### src/design/lr_pkg.sv
// Shared types and constants of the line rasterizer.
// Used by every module of the block; depends on nothing.
package lr_pkg;

    localparam int COORD_BITS  = 12;
    localparam int COLOR_BITS  = 32;
    localparam int DEC_BITS    = COORD_BITS + 2;
    localparam int S_DATA_BITS = ((4 * COORD_BITS + COLOR_BITS + 7) / 8) * 8;
    localparam int M_DATA_BITS = ((2 * COORD_BITS + COLOR_BITS + 7) / 8) * 8;

    localparam logic KIND_START = 1'b0;
    localparam logic KIND_STEP  = 1'b1;

    typedef enum logic [2:0] {
        MODE_HORIZ,
        MODE_VERT,
        MODE_RISE_LOW,
        MODE_RISE_STEEP,
        MODE_FALL_LOW,
        MODE_FALL_STEEP
    } mode_t;

    typedef logic [COORD_BITS-1:0]      coord_t;
    typedef logic signed [DEC_BITS-1:0] dec_t;

    typedef struct packed {
        logic                  start;
        mode_t                 mode;
        coord_t                cur_x;
        coord_t                cur_y;
        coord_t                stop;
        dec_t                  decision;
        dec_t                  step_straight;
        dec_t                  step_diagonal;
        logic [COLOR_BITS-1:0] color;
    } lr_cmd_t;

endpackage

### src/design/lr_front.sv
// Front end: unpacks input beats and classifies start items into a line setup.
// Depends on lr_pkg.
module lr_front
    import lr_pkg::*;
(
    input  logic                   s_axis_tvalid,
    output logic                   s_axis_tready,
    input  logic [S_DATA_BITS-1:0] s_axis_tdata,  // start_x, start_y, end_x, end_y, line_color
    input  logic                   s_axis_tuser,  // kind
    output logic                   push_valid,
    input  logic                   push_ready,
    output lr_cmd_t                push_data
);

    coord_t                x0_in, y0_in, x1_in, y1_in;
    coord_t                x0, y0, x1, y1;
    coord_t                dx, ady, a, b;
    logic                  swap, shallow;
    logic [COLOR_BITS-1:0] color_in;

    assign x0_in    = s_axis_tdata[COORD_BITS-1:0];
    assign y0_in    = s_axis_tdata[2*COORD_BITS-1:COORD_BITS];
    assign x1_in    = s_axis_tdata[3*COORD_BITS-1:2*COORD_BITS];
    assign y1_in    = s_axis_tdata[4*COORD_BITS-1:3*COORD_BITS];
    assign color_in = s_axis_tdata[4*COORD_BITS+COLOR_BITS-1:4*COORD_BITS];

    assign swap = x1_in < x0_in;
    assign x0   = swap ? x1_in : x0_in;
    assign y0   = swap ? y1_in : y0_in;
    assign x1   = swap ? x0_in : x1_in;
    assign y1   = swap ? y0_in : y1_in;

    assign dx      = x1 - x0;
    assign ady     = (y1 >= y0) ? (y1 - y0) : (y0 - y1);
    assign shallow = ady <= dx;
    assign a       = shallow ? ady : dx;
    assign b       = shallow ? dx : ady;

    always_comb begin
        push_data               = '0;
        push_data.start         = (s_axis_tuser == KIND_START);
        push_data.color         = color_in;
        push_data.cur_x         = x0;
        push_data.cur_y         = y0;
        if (y1 == y0) begin
            push_data.mode = MODE_HORIZ;
            push_data.stop = x1;
        end else if (dx == '0) begin
            push_data.mode  = MODE_VERT;
            push_data.cur_y = (y0 < y1) ? y0 : y1;
            push_data.stop  = (y0 < y1) ? y1 : y0;
        end else begin
            if (y1 > y0) begin
                push_data.mode = shallow ? MODE_RISE_LOW : MODE_RISE_STEEP;
            end else begin
                push_data.mode = shallow ? MODE_FALL_LOW : MODE_FALL_STEEP;
            end
            push_data.stop          = shallow ? x1 : y1;
            push_data.step_straight = $signed({2'b00, a});
            push_data.step_diagonal = $signed({2'b00, a}) - $signed({2'b00, b});
            push_data.decision      = $signed({2'b00, a}) - $signed({3'b000, b[COORD_BITS-1:1]});
        end
    end

    assign push_valid    = s_axis_tvalid;
    assign s_axis_tready = push_ready;

endmodule

### src/design/lr_queue.sv
// Two-entry command queue between the front end and the pixel stepper.
// Depends on lr_pkg.
module lr_queue
    import lr_pkg::*;
(
    input  logic    aclk,
    input  logic    aresetn,
    input  logic    push_valid,
    output logic    push_ready,
    input  lr_cmd_t push_data,
    output logic    pop_valid,
    input  logic    pop_ready,
    output lr_cmd_t pop_data
);

    lr_cmd_t    entry_reg [2];
    logic       wr_ptr_reg, wr_ptr_next;
    logic       rd_ptr_reg, rd_ptr_next;
    logic [1:0] count_reg, count_next;
    logic       do_push, do_pop;

    assign push_ready = (count_reg != 2'd2);
    assign pop_valid  = (count_reg != 2'd0);
    assign pop_data   = entry_reg[rd_ptr_reg];
    assign do_push    = push_valid && push_ready;
    assign do_pop     = pop_valid && pop_ready;

    always_comb begin
        wr_ptr_next = do_push ? ~wr_ptr_reg : wr_ptr_reg;
        rd_ptr_next = do_pop ? ~rd_ptr_reg : rd_ptr_reg;
        count_next  = count_reg + {1'b0, do_push} - {1'b0, do_pop};
    end

    always_ff @(posedge aclk) begin
        if (!aresetn) begin
            wr_ptr_reg <= 1'b0;
            rd_ptr_reg <= 1'b0;
            count_reg  <= 2'd0;
        end else begin
            wr_ptr_reg <= wr_ptr_next;
            rd_ptr_reg <= rd_ptr_next;
            count_reg  <= count_next;
        end
    end

    always_ff @(posedge aclk) begin
        if (do_push) begin
            entry_reg[wr_ptr_reg] <= push_data;
        end
    end

endmodule

### src/design/lr_back.sv
// Pixel stepper: holds line state, emits a pixel per start and per step mid-line,
// updates the decision term, drives the registered output. Depends on lr_pkg.
module lr_back
    import lr_pkg::*;
(
    input  logic                   aclk,
    input  logic                   aresetn,
    input  logic                   pop_valid,
    output logic                   pop_ready,
    input  lr_cmd_t                pop_data,
    output logic                   m_axis_tvalid,
    input  logic                   m_axis_tready,
    output logic [M_DATA_BITS-1:0] m_axis_tdata,  // pixel_x, pixel_y, pixel_color
    output logic                   m_axis_tlast   // last_pixel
);

    logic                  busy_reg, busy_next;
    mode_t                 mode_reg, mode_next;
    coord_t                x_reg, x_next, y_reg, y_next, stop_reg, stop_next;
    dec_t                  dec_reg, dec_next, ss_reg, ss_next, sd_reg, sd_next;
    logic [COLOR_BITS-1:0] color_reg, color_next;

    logic                  m_valid_reg, m_valid_next;
    coord_t                px_reg, px_next, py_reg, py_next;
    logic [COLOR_BITS-1:0] pc_reg, pc_next;
    logic                  plast_reg, plast_next;

    mode_t                 s_mode;
    coord_t                s_x, s_y, s_stop, a_x, a_y;
    dec_t                  s_dec, s_ss, s_sd, a_dec;
    logic [COLOR_BITS-1:0] s_color;
    logic                  do_pop, emit, last, major_x;

    assign pop_ready = !m_valid_reg || m_axis_tready;
    assign do_pop    = pop_valid && pop_ready;
    assign emit      = do_pop && (pop_data.start || busy_reg);

    always_comb begin
        if (pop_data.start) begin
            s_mode  = pop_data.mode;
            s_x     = pop_data.cur_x;
            s_y     = pop_data.cur_y;
            s_stop  = pop_data.stop;
            s_dec   = pop_data.decision;
            s_ss    = pop_data.step_straight;
            s_sd    = pop_data.step_diagonal;
            s_color = pop_data.color;
        end else begin
            s_mode  = mode_reg;
            s_x     = x_reg;
            s_y     = y_reg;
            s_stop  = stop_reg;
            s_dec   = dec_reg;
            s_ss    = ss_reg;
            s_sd    = sd_reg;
            s_color = color_reg;
        end
    end

    always_comb begin
        major_x = (s_mode == MODE_HORIZ) || (s_mode == MODE_RISE_LOW) ||
                  (s_mode == MODE_FALL_LOW);
        last    = (major_x ? s_x : s_y) == s_stop;
        a_x     = s_x;
        a_y     = s_y;
        a_dec   = s_dec;
        if (s_mode != MODE_HORIZ && s_mode != MODE_VERT) begin
            if (s_dec < 0) begin
                a_dec = s_dec + s_ss;
            end else begin
                a_dec = s_dec + s_sd;
                case (s_mode)
                    MODE_RISE_LOW: a_y = s_y + 1'b1;
                    MODE_FALL_LOW: a_y = s_y - 1'b1;
                    default:       a_x = s_x + 1'b1;
                endcase
            end
        end
        case (s_mode) inside
            MODE_HORIZ, MODE_RISE_LOW, MODE_FALL_LOW: a_x = a_x + 1'b1;
            MODE_FALL_STEEP:                          a_y = a_y - 1'b1;
            default:                                  a_y = a_y + 1'b1;
        endcase
    end

    always_comb begin
        busy_next    = busy_reg;
        mode_next    = mode_reg;
        x_next       = x_reg;
        y_next       = y_reg;
        stop_next    = stop_reg;
        dec_next     = dec_reg;
        ss_next      = ss_reg;
        sd_next      = sd_reg;
        color_next   = color_reg;
        m_valid_next = m_valid_reg && !m_axis_tready;
        px_next      = px_reg;
        py_next      = py_reg;
        pc_next      = pc_reg;
        plast_next   = plast_reg;
        if (emit) begin
            busy_next    = !last;
            mode_next    = s_mode;
            x_next       = a_x;
            y_next       = a_y;
            stop_next    = s_stop;
            dec_next     = a_dec;
            ss_next      = s_ss;
            sd_next      = s_sd;
            color_next   = s_color;
            m_valid_next = 1'b1;
            px_next      = s_x;
            py_next      = s_y;
            pc_next      = s_color;
            plast_next   = last;
        end
    end

    always_ff @(posedge aclk) begin
        if (!aresetn) begin
            busy_reg    <= 1'b0;
            m_valid_reg <= 1'b0;
        end else begin
            busy_reg    <= busy_next;
            m_valid_reg <= m_valid_next;
        end
    end

    always_ff @(posedge aclk) begin
        mode_reg  <= mode_next;
        x_reg     <= x_next;
        y_reg     <= y_next;
        stop_reg  <= stop_next;
        dec_reg   <= dec_next;
        ss_reg    <= ss_next;
        sd_reg    <= sd_next;
        color_reg <= color_next;
        px_reg    <= px_next;
        py_reg    <= py_next;
        pc_reg    <= pc_next;
        plast_reg <= plast_next;
    end

    assign m_axis_tvalid = m_valid_reg;
    assign m_axis_tdata  = M_DATA_BITS'({pc_reg, py_reg, px_reg});
    assign m_axis_tlast  = plast_reg;

endmodule

### src/design/line_rasterizer.sv
// Top level of the midpoint line rasterizer.
// Depends on lr_pkg, lr_front, lr_queue and lr_back.
//
// A start beat (tuser = 0) gives two end points and a color and yields the
// line's first pixel; each step beat (tuser = 1) yields the next pixel, and the
// final pixel carries tlast. A step beat with no line in progress yields
// nothing, and a start beat abandons any line in progress. The block takes one
// beat per cycle and delivers one pixel per cycle when the output is not
// stalled. An accepted beat is first written into the command queue; its pixel
// is registered in the output register at the edge at which the beat leaves
// the queue, and can be taken from there. The rate is set by the stepper,
// which updates the decision term and position as it emits each pixel; a
// two-entry queue between setup and stepper lets either side stall alone.
module line_rasterizer
    import lr_pkg::*;
(
    input  logic                   aclk,
    input  logic                   aresetn,
    input  logic                   s_axis_tvalid,
    output logic                   s_axis_tready,
    input  logic [S_DATA_BITS-1:0] s_axis_tdata,  // start_x, start_y, end_x, end_y, line_color
    input  logic                   s_axis_tuser,  // kind
    output logic                   m_axis_tvalid,
    input  logic                   m_axis_tready,
    output logic [M_DATA_BITS-1:0] m_axis_tdata,  // pixel_x, pixel_y, pixel_color
    output logic                   m_axis_tlast   // last_pixel
);

    logic    push_valid, push_ready, pop_valid, pop_ready;
    lr_cmd_t push_data, pop_data;

    lr_front u_front (
        .s_axis_tvalid (s_axis_tvalid),
        .s_axis_tready (s_axis_tready),
        .s_axis_tdata  (s_axis_tdata),
        .s_axis_tuser  (s_axis_tuser),
        .push_valid    (push_valid),
        .push_ready    (push_ready),
        .push_data     (push_data)
    );

    lr_queue u_queue (
        .aclk       (aclk),
        .aresetn    (aresetn),
        .push_valid (push_valid),
        .push_ready (push_ready),
        .push_data  (push_data),
        .pop_valid  (pop_valid),
        .pop_ready  (pop_ready),
        .pop_data   (pop_data)
    );

    lr_back u_back (
        .aclk          (aclk),
        .aresetn       (aresetn),
        .pop_valid     (pop_valid),
        .pop_ready     (pop_ready),
        .pop_data      (pop_data),
        .m_axis_tvalid (m_axis_tvalid),
        .m_axis_tready (m_axis_tready),
        .m_axis_tdata  (m_axis_tdata),
        .m_axis_tlast  (m_axis_tlast)
    );

endmodule
### config.mk
export PLATFORM = sky130hd
export DESIGN_NAME = line_rasterizer
export DESIGN_NICKNAME = d
export VERILOG_FILES = /design/src/design/lr_pkg.sv /design/src/design/lr_front.sv /design/src/design/lr_queue.sv /design/src/design/lr_back.sv /design/src/design/line_rasterizer.sv
export SDC_FILE = /design/constraint.sdc
export NUM_CORES = 1
export LEC_CHECK = 0
export BUFFER_PORTS_ARGS = -buffer_cell sky130_fd_sc_hd__buf_2
export CAP_MARGIN = 20
export CORE_UTILIZATION = 45
export CTS_CLUSTER_DIAMETER = 100
export CTS_CLUSTER_SIZE = 8
export DETAILED_ROUTE_END_ITERATION = 8
export PLACE_DENSITY = 0.62
export REMOVE_ABC_BUFFERS = 1
export SYNTH_ARGS = -nofsm -noshare
export SYNTH_HDL_FRONTEND = slang
export SYNTH_SLANG_ARGS = --single-unit
### constraint.sdc
create_clock -name aclk -period 29.6 [get_ports aclk]
set_input_delay 5.92 -clock aclk [delete_from_list [all_inputs] [get_ports aclk]]
set_output_delay 5.92 -clock aclk [all_outputs]
set_load 0.02 [all_outputs]
==> impl_metrics.py, run 1 <==
metrics = {
    "status": {
        "status": "finished, final reports clean",
    },
    "timing": {
        "setup_tns_ps": 0,
        "period_share_pct": 50.74,
        "worst_pin_slew_ps": 1116,
        "rsz0062_at_grt": "no",
        "setup_viol": 0,
        "hold_viol_final": 0,
        "maxSlewViolCount": 0,
        "setup_ws_ps": 14580,
        "clock.fmax_ghz": 0.06658,
        "period_needed_ps": 15020,
        "skew_ps": 20.41,
        "slew_headroom_pct": 25.20,
    },
    "hold_path": {
        "hp-class": "reg2reg",
    },
    "layout": {
        "final_nets": 2247,
        "drive_gt1_share_pct": 16.23,
        "syn_to_final_growth_pct": 13.05,
        "largest_reg_flops": 220,
    },
    "global_routing": {
        "grt_use_total_pct": 22.73,
        "overflow": 0,
        "antenna_found_initial": 1,
        "grt_max_degree": 83,
        "grt_pass1_wl_um": 84020,
        "grt_pass1_vias": 14930,
    },
    "pwr": {
        "seq_power_share_pct": 32.0,
        "max-vdd-ir-drop_v": 0.00005463,
        "power_switching_uw": 1105,
        "clkPwrFrac_pct": 18.7,
        "intPower_uw": 1700,
        "sw_frac_of_total_pct": 39.39,
        "leakage_uw": 0.009049,
        "combPwrFrac_pct": 49.3,
        "power_density_nw_per_um2": 117.2,
    },
    "floorplanning": {
        "initial_core_util_pct": 45.58,
        "die-area_sq_um": 47930,
        "rows": 79,
        "die_x_um": 218.9,
        "dieHeight_um": 218.9,
        "pin_count": 144,
        "core_region_area_sq_um": 46460,
    },
    "routing": {
        "dr.pass1.iters": 5,
        "drt_iter0_drc": 1385,
        "wire_per_inst_um": 20.11,
        "wl_um": 54370,
        "vias_per_cell": 5.750,
        "drtAntennaViolNets": 0,
        "vias": 15540,
        "drc_errors": 0,
    },
    "clocking": {
        "cts.clk_slew.worst_paths_ps": 40,
        "cts_setup_buffers": 0,
        "postCtsHoldBufs": 0,
        "h-tree-depth": 2,
        "ctsLongestPathBuffers": 3,
        "cts_inserted_buffers": 52,
        "root_buffer": "clkbuf_16",
        "cts_tree": "done",
        "cts_resized": 0,
        "cts.sinks": 365,
        "insertion_delay_ps": 590,
    },
    "synthesis": {
        "async_reset_ff_share_pct": 0,
        "synth.distinct_cells": 82,
        "synth-edff-count": 358,
        "synthesis.area_sq_um": 21180,
        "synthDominantCellAreaShare_pct": 50.77,
        "synth_area_leaders": "edfxtp_1 51%, mux2i_1 4.9%, ha_1 4.6%",
        "synthFlopType": "edfxtp_1",
        "synth-warning-count": 0,
        "yosysTopAreaCell": "edfxtp_1",
        "syn_area_per_cell_sq_um": 10.85,
        "yosysSeqAreaShare_pct": 51.43,
        "synth_seq_cells": 365,
        "syn-instance-count": 1951,
    },
    "worst_setup_path": {
        "critPathRequiredTime_ps": 29910,
        "arrival_ps": 15330,
        "critical_path.max_fanout": 31,
        "cp-end-kind": "flop",
        "critPathSlowestCell": "a21oi_1",
        "slowest_delay_ps": 760,
        "path_class": "in2reg",
        "startpoint_type": "primary input",
        "critPathMostFrequentCell": "o21ai_0",
    },
    "place": {
        "gp_congestion": 0.9229,
        "dp_slack_ps": 14210,
        "portBuffers": 143,
        "dp_hpwl_um": 38590,
    },
    "run": {
        "drv_cap": 0,
    },
}
## layout by cell type (no fill, tap or decap), types with 18 or more instances in the layout
cell	instances
edfxtp_1	358
nand2_1	220
o21ai_0	152
buf_2	143
nor2_1	122
mux2i_1	103
a21oi_1	102
inv_1	91
ha_1	78
xnor2_1	77
mux2_2	68
clkbuf_16	53
nor3_1	36
nand3_1	34
nor2b_1	29
o211ai_1	24
a21o_1	23
and2_1	23
buf_4	23
nand2b_1	22
o21a_1	18
## power by group through the flow
stage	clock (uW)	sequential, uW	combinational [uW]
final	524	898	1380
after global routing	557	914	1540
after CTS	537	900	1380
after detailed placement	0	910	1370
after global placement	0	903	1340
after floorplan	0	960	973
## synth_stat cells, types with 9 or more instances
master and n:
a211oi_1 9, inv_1 91, and3_1 17, o221a_2 11, xnor2_1 78, nor2_1 127, xor2_1 16, nand3_1 34
o21ai_1 10, a21o_1 23, a21boi_0 11, edfxtp_1 358, o211ai_1 24, nand2b_1 22, or2_2 12, mux2i_1 104
nand4_1 10, nor2b_1 29, mux2_2 68, or3_1 12, nand2_1 221, o21ai_0 152, o21bai_1 12, ha_1 78
nor3_1 36, and2_1 23, a21oi_1 102, nor4_1 10, o31ai_1 14, clkbuf_1 64, buf_1 10, a31oi_1 11
buf_2 14, maj3_1 14, o21a_1 18
## routing by layer
layer  track usage, %  vias to the layer above  routed length (um)
met5                0                        -                   0
met4            9.167                        0                1787
met3            3.437                       96                3159
met2            34.30                      526               23810
met1            32.64                     7447               25610
li1                 -                     7472                   -
## cells by family after synthesis
| kind of cell | Yosys count | share of synthesized area [%] |
|---|---|---|
| buffers and inverters | 184 | 3.456 |
| adder cells (fa/ha/maj) | 96 | 5.648 |
| flip-flops | 365 | 51.43 |
| AND/OR/NAND/NOR | 573 | 12.67 |
| XOR/XNOR | 97 | 4.171 |
| multiplexers | 173 | 8.638 |
| AO/OA/AOI/OAI | 463 | 13.99 |
## final timing paths
path | depth (start not counted) | from | end | slack [ps]
hold reg to reg | 1 | u_queue.entry_reg[1][29] | u_back.pc_reg[29] | 540
setup reg to reg | 22 | flop | u_back.y_reg[11] | 23040
setup / recovery | 42 | s_axis_tdata[5] | u_queue.entry_reg[1][71] | 14580
hold / removal | 1 | u_queue.entry_reg[1][29] | u_back.pc_reg[29] | 540
## stage by stage
| step | power, uW | std cells | hold slack [ps] | area [sq um] | utilization, % |
|---|---|---|---|---|---|
| 6_report | 2805 | 2703 | 539.9 | 23940 | 51.53 |
| 2_1_floorplan | 1933 | 1859 | 504.9 | 20790 | - |
| 5_1_grt | 3009 | 2703 | 556.5 | 23940 | 51.53 |
| 4_1_cts | 2817 | 2701 | 544.2 | 23910 | 51.47 |
| 3_5_place_dp | 2279 | 2632 | 531.4 | 22510 | 48.45 |
| 3_3_place_gp | 2247 | 2632 | 519.5 | 22510 | 48.45 |
## worst max-delay path: cells and delay by family
kind            cells  cell delay (ps)
fa+ha+maj           4             1240
simple gates       12             2270
buf+inv             5              920
xor+xnor            2              350
compound gates     19             4590
## area by class of cell
type / count / area (sq um)
antenna: 1 / 2.502
clock buffer: 65 / 1371
clock inverter: 4 / 31.28
fill: 4156 / 22520
inverter: 92 / 346.6
multi-input combinational: 1402 / 9619
sequential: 365 / 10890
tap: 607 / 759.5
timing repair buffer: 167 / 915.9
No activity file was read; power rests on OpenSTA's default activity.
==> inputs of run 2 (changes only) <==
Settings changed: PLACE_DENSITY 0.62 to 0.65.
Clock period 29.6 ns to 13.3 ns, I/O delays scaled along.
==> impl_metrics.py, run 2 (same netlist as run 1, synthesis figures left out) <==
metrics = {
    "global_routing": {
        "grt_max_degree": 102,
        "grt_pass1_vias": 15100,
        "grt_use_total_pct": 22.69,
        "grt_pass1_wl_um": 84370,
        "overflow": 0,
        "antenna_found_initial": 1,
    },
    "clocking": {
        "cts_tree": "done",
        "insertion_delay_ps": 570,
        "cts_setup_buffers": 0,
        "ctsLongestPathBuffers": 3,
        "cts_resized": 0,
        "postCtsHoldBufs": 0,
        "cts.sinks": 365,
        "h-tree-depth": 2,
        "root_buffer": "clkbuf_16",
        "cts_inserted_buffers": 51,
        "cts.clk_slew.worst_paths_ps": 50,
    },
    "pwr": {
        "leakage_uw": 0.009016,
        "combPwrFrac_pct": 49.6,
        "intPower_uw": 3768,
        "sw_frac_of_total_pct": 39.65,
        "max-vdd-ir-drop_v": 0.0001979,
        "clkPwrFrac_pct": 18.3,
        "power_density_nw_per_um2": 261.6,
        "power_switching_uw": 2476,
        "seq_power_share_pct": 32.1,
    },
    "worst_setup_path": {
        "critPathRequiredTime_ps": 13600,
        "critPathLaunch": "s_axis_tdata[7]",
        "cp-end-kind": "flop",
        "critPathSlowestCell": "a21oi_1",
        "arrival_ps": 11720,
        "startpoint_type": "primary input",
        "rr_worst_depth": 21,
        "r2r_end": "u_back.y_reg[11]",
        "slowest_delay_ps": 790,
        "path_class": "in2reg",
        "reg2reg_slack_ps": 6900,
        "critPathMostFrequentCell": "o21ai_0",
        "critical_path.max_fanout": 28,
    },
    "layout": {
        "final_util_pct": 51.37,
        "antenna_cells": 0,
        "syn_to_final_growth_pct": 12.70,
        "largest_reg_flops": 220,
        "final_common_cell": "edfxtp_1",
        "drive_gt1_share_pct": 16.08,
        "final_nets": 2245,
        "final_cell_mix": "358 x edfxtp_1, 220 x nand2_1, 152 x o21ai_0",
    },
    "timing": {
        "period_share_pct": 85.86,
        "hold_viol_final": 0,
        "skew_ps": 15.19,
        "slew_headroom_pct": 26.04,
        "hold_ws_ps": 542.4,
        "setup_tns_ps": 0,
        "clock.fmax_ghz": 0.08757,
        "period_needed_ps": 11420,
        "rsz0062_at_grt": "no",
        "maxSlewViolCount": 0,
        "setup_ws_ps": 1881,
        "setup_viol": 0,
        "worst_pin_slew_ps": 1109,
    },
    "routing": {
        "vias_per_cell": 5.768,
        "wl_um": 54850,
        "drc_errors": 0,
        "drtAntennaViolNets": 0,
        "drt_iter0_drc": 1326,
        "vias": 15560,
        "wire_per_inst_um": 20.34,
        "dr.pass1.iters": 6,
    },
    "hold_path": {
        "holdPathStages": 1,
        "hp-class": "reg2reg",
        "min_from": "u_queue.entry_reg[1][26]",
        "hold_end": "u_back.pc_reg[26]",
    },
    "place": {
        "gp_congestion": 0.9235,
        "dp_hpwl_um": 39180,
        "dp_slack_ps": 1518,
        "portBuffers": 143,
    },
    "run": {
        "drv_cap": 0,
    },
    "floorplanning": {
        "rows": 79,
        "core_region_area_sq_um": 46460,
        "die_x_um": 218.9,
        "pin_count": 144,
        "dieHeight_um": 218.9,
        "initial_core_util_pct": 45.58,
        "die-area_sq_um": 47930,
    },
    "status": {
        "status": "finished, final reports clean",
    },
}
-- run 2: critical path, delay by kind of cell --
family                   cells  cell delay, ps
buffers and inverters        2             160
XOR/XNOR                     2             330
AO/OA/AOI/OAI               19            4380
adder cells (fa/ha/maj)      4            1260
AND/OR/NAND/NOR             13            2920
-- run 2: power groups by stage --
stage / Clock (uW) / Combinational, uW / Sequential, uW
5_1_grt: 1220 / 3420 / 2040
4_1_cts: 1180 / 3080 / 2010
3_5_place_dp: 0 / 3060 / 2030
2_1_floorplan: 0 / 2170 / 2140
3_3_place_gp: 0 / 2970 / 2010
6_report: 1140 / 3100 / 2000
-- run 2: layout make-up --
class	instances	area, sq um
clock buffers	62	1339
clock inverters	3	30.03
fillers	4124	22590
inverters	92	346.6
multi-input cells	1402	9612
flip-flops and latches	365	10890
well taps	607	759.5
repair buffers	166	885.9
-- run 2: layer usage --
| metal | vias to the layer above | GRT usage (%) | share of wire, % |
|---|---|---|---|
| li1 | 7460 | - | - |
| met1 | 7439 | 31.77 | 46 |
| met4 | 0 | 6.690 | 2.3 |
| met2 | 568 | 35.98 | 45 |
| met3 | 88 | 3.881 | 7.1 |
| met5 | - | 0 | 0 |
-- run 2: through the flow --
stage,instance area [sq um],power [uW],cells
final,23870,6244,2697
after floorplan,20790,4303,1859
after CTS,23860,6260,2696
after global placement,22490,4986,2630
after global routing,23870,6676,2697
after detailed placement,22490,5087,2631
-- run 2: how the worst max path moves through the flow --
stage / to / slack, ps / depth (start not counted)
finish: u_queue.entry_reg[0][71] / 1880 / 40
global route: u_queue.entry_reg[1][71] / 980 / 37
CTS: u_queue.entry_reg[1][71] / 2070 / 40
floorplan: u_back.y_reg[11] / -6 / 20
detailed placement: u_queue.entry_reg[1][71] / 1520 / 40
global placement: u_queue.entry_reg[0][71] / 1850 / 40
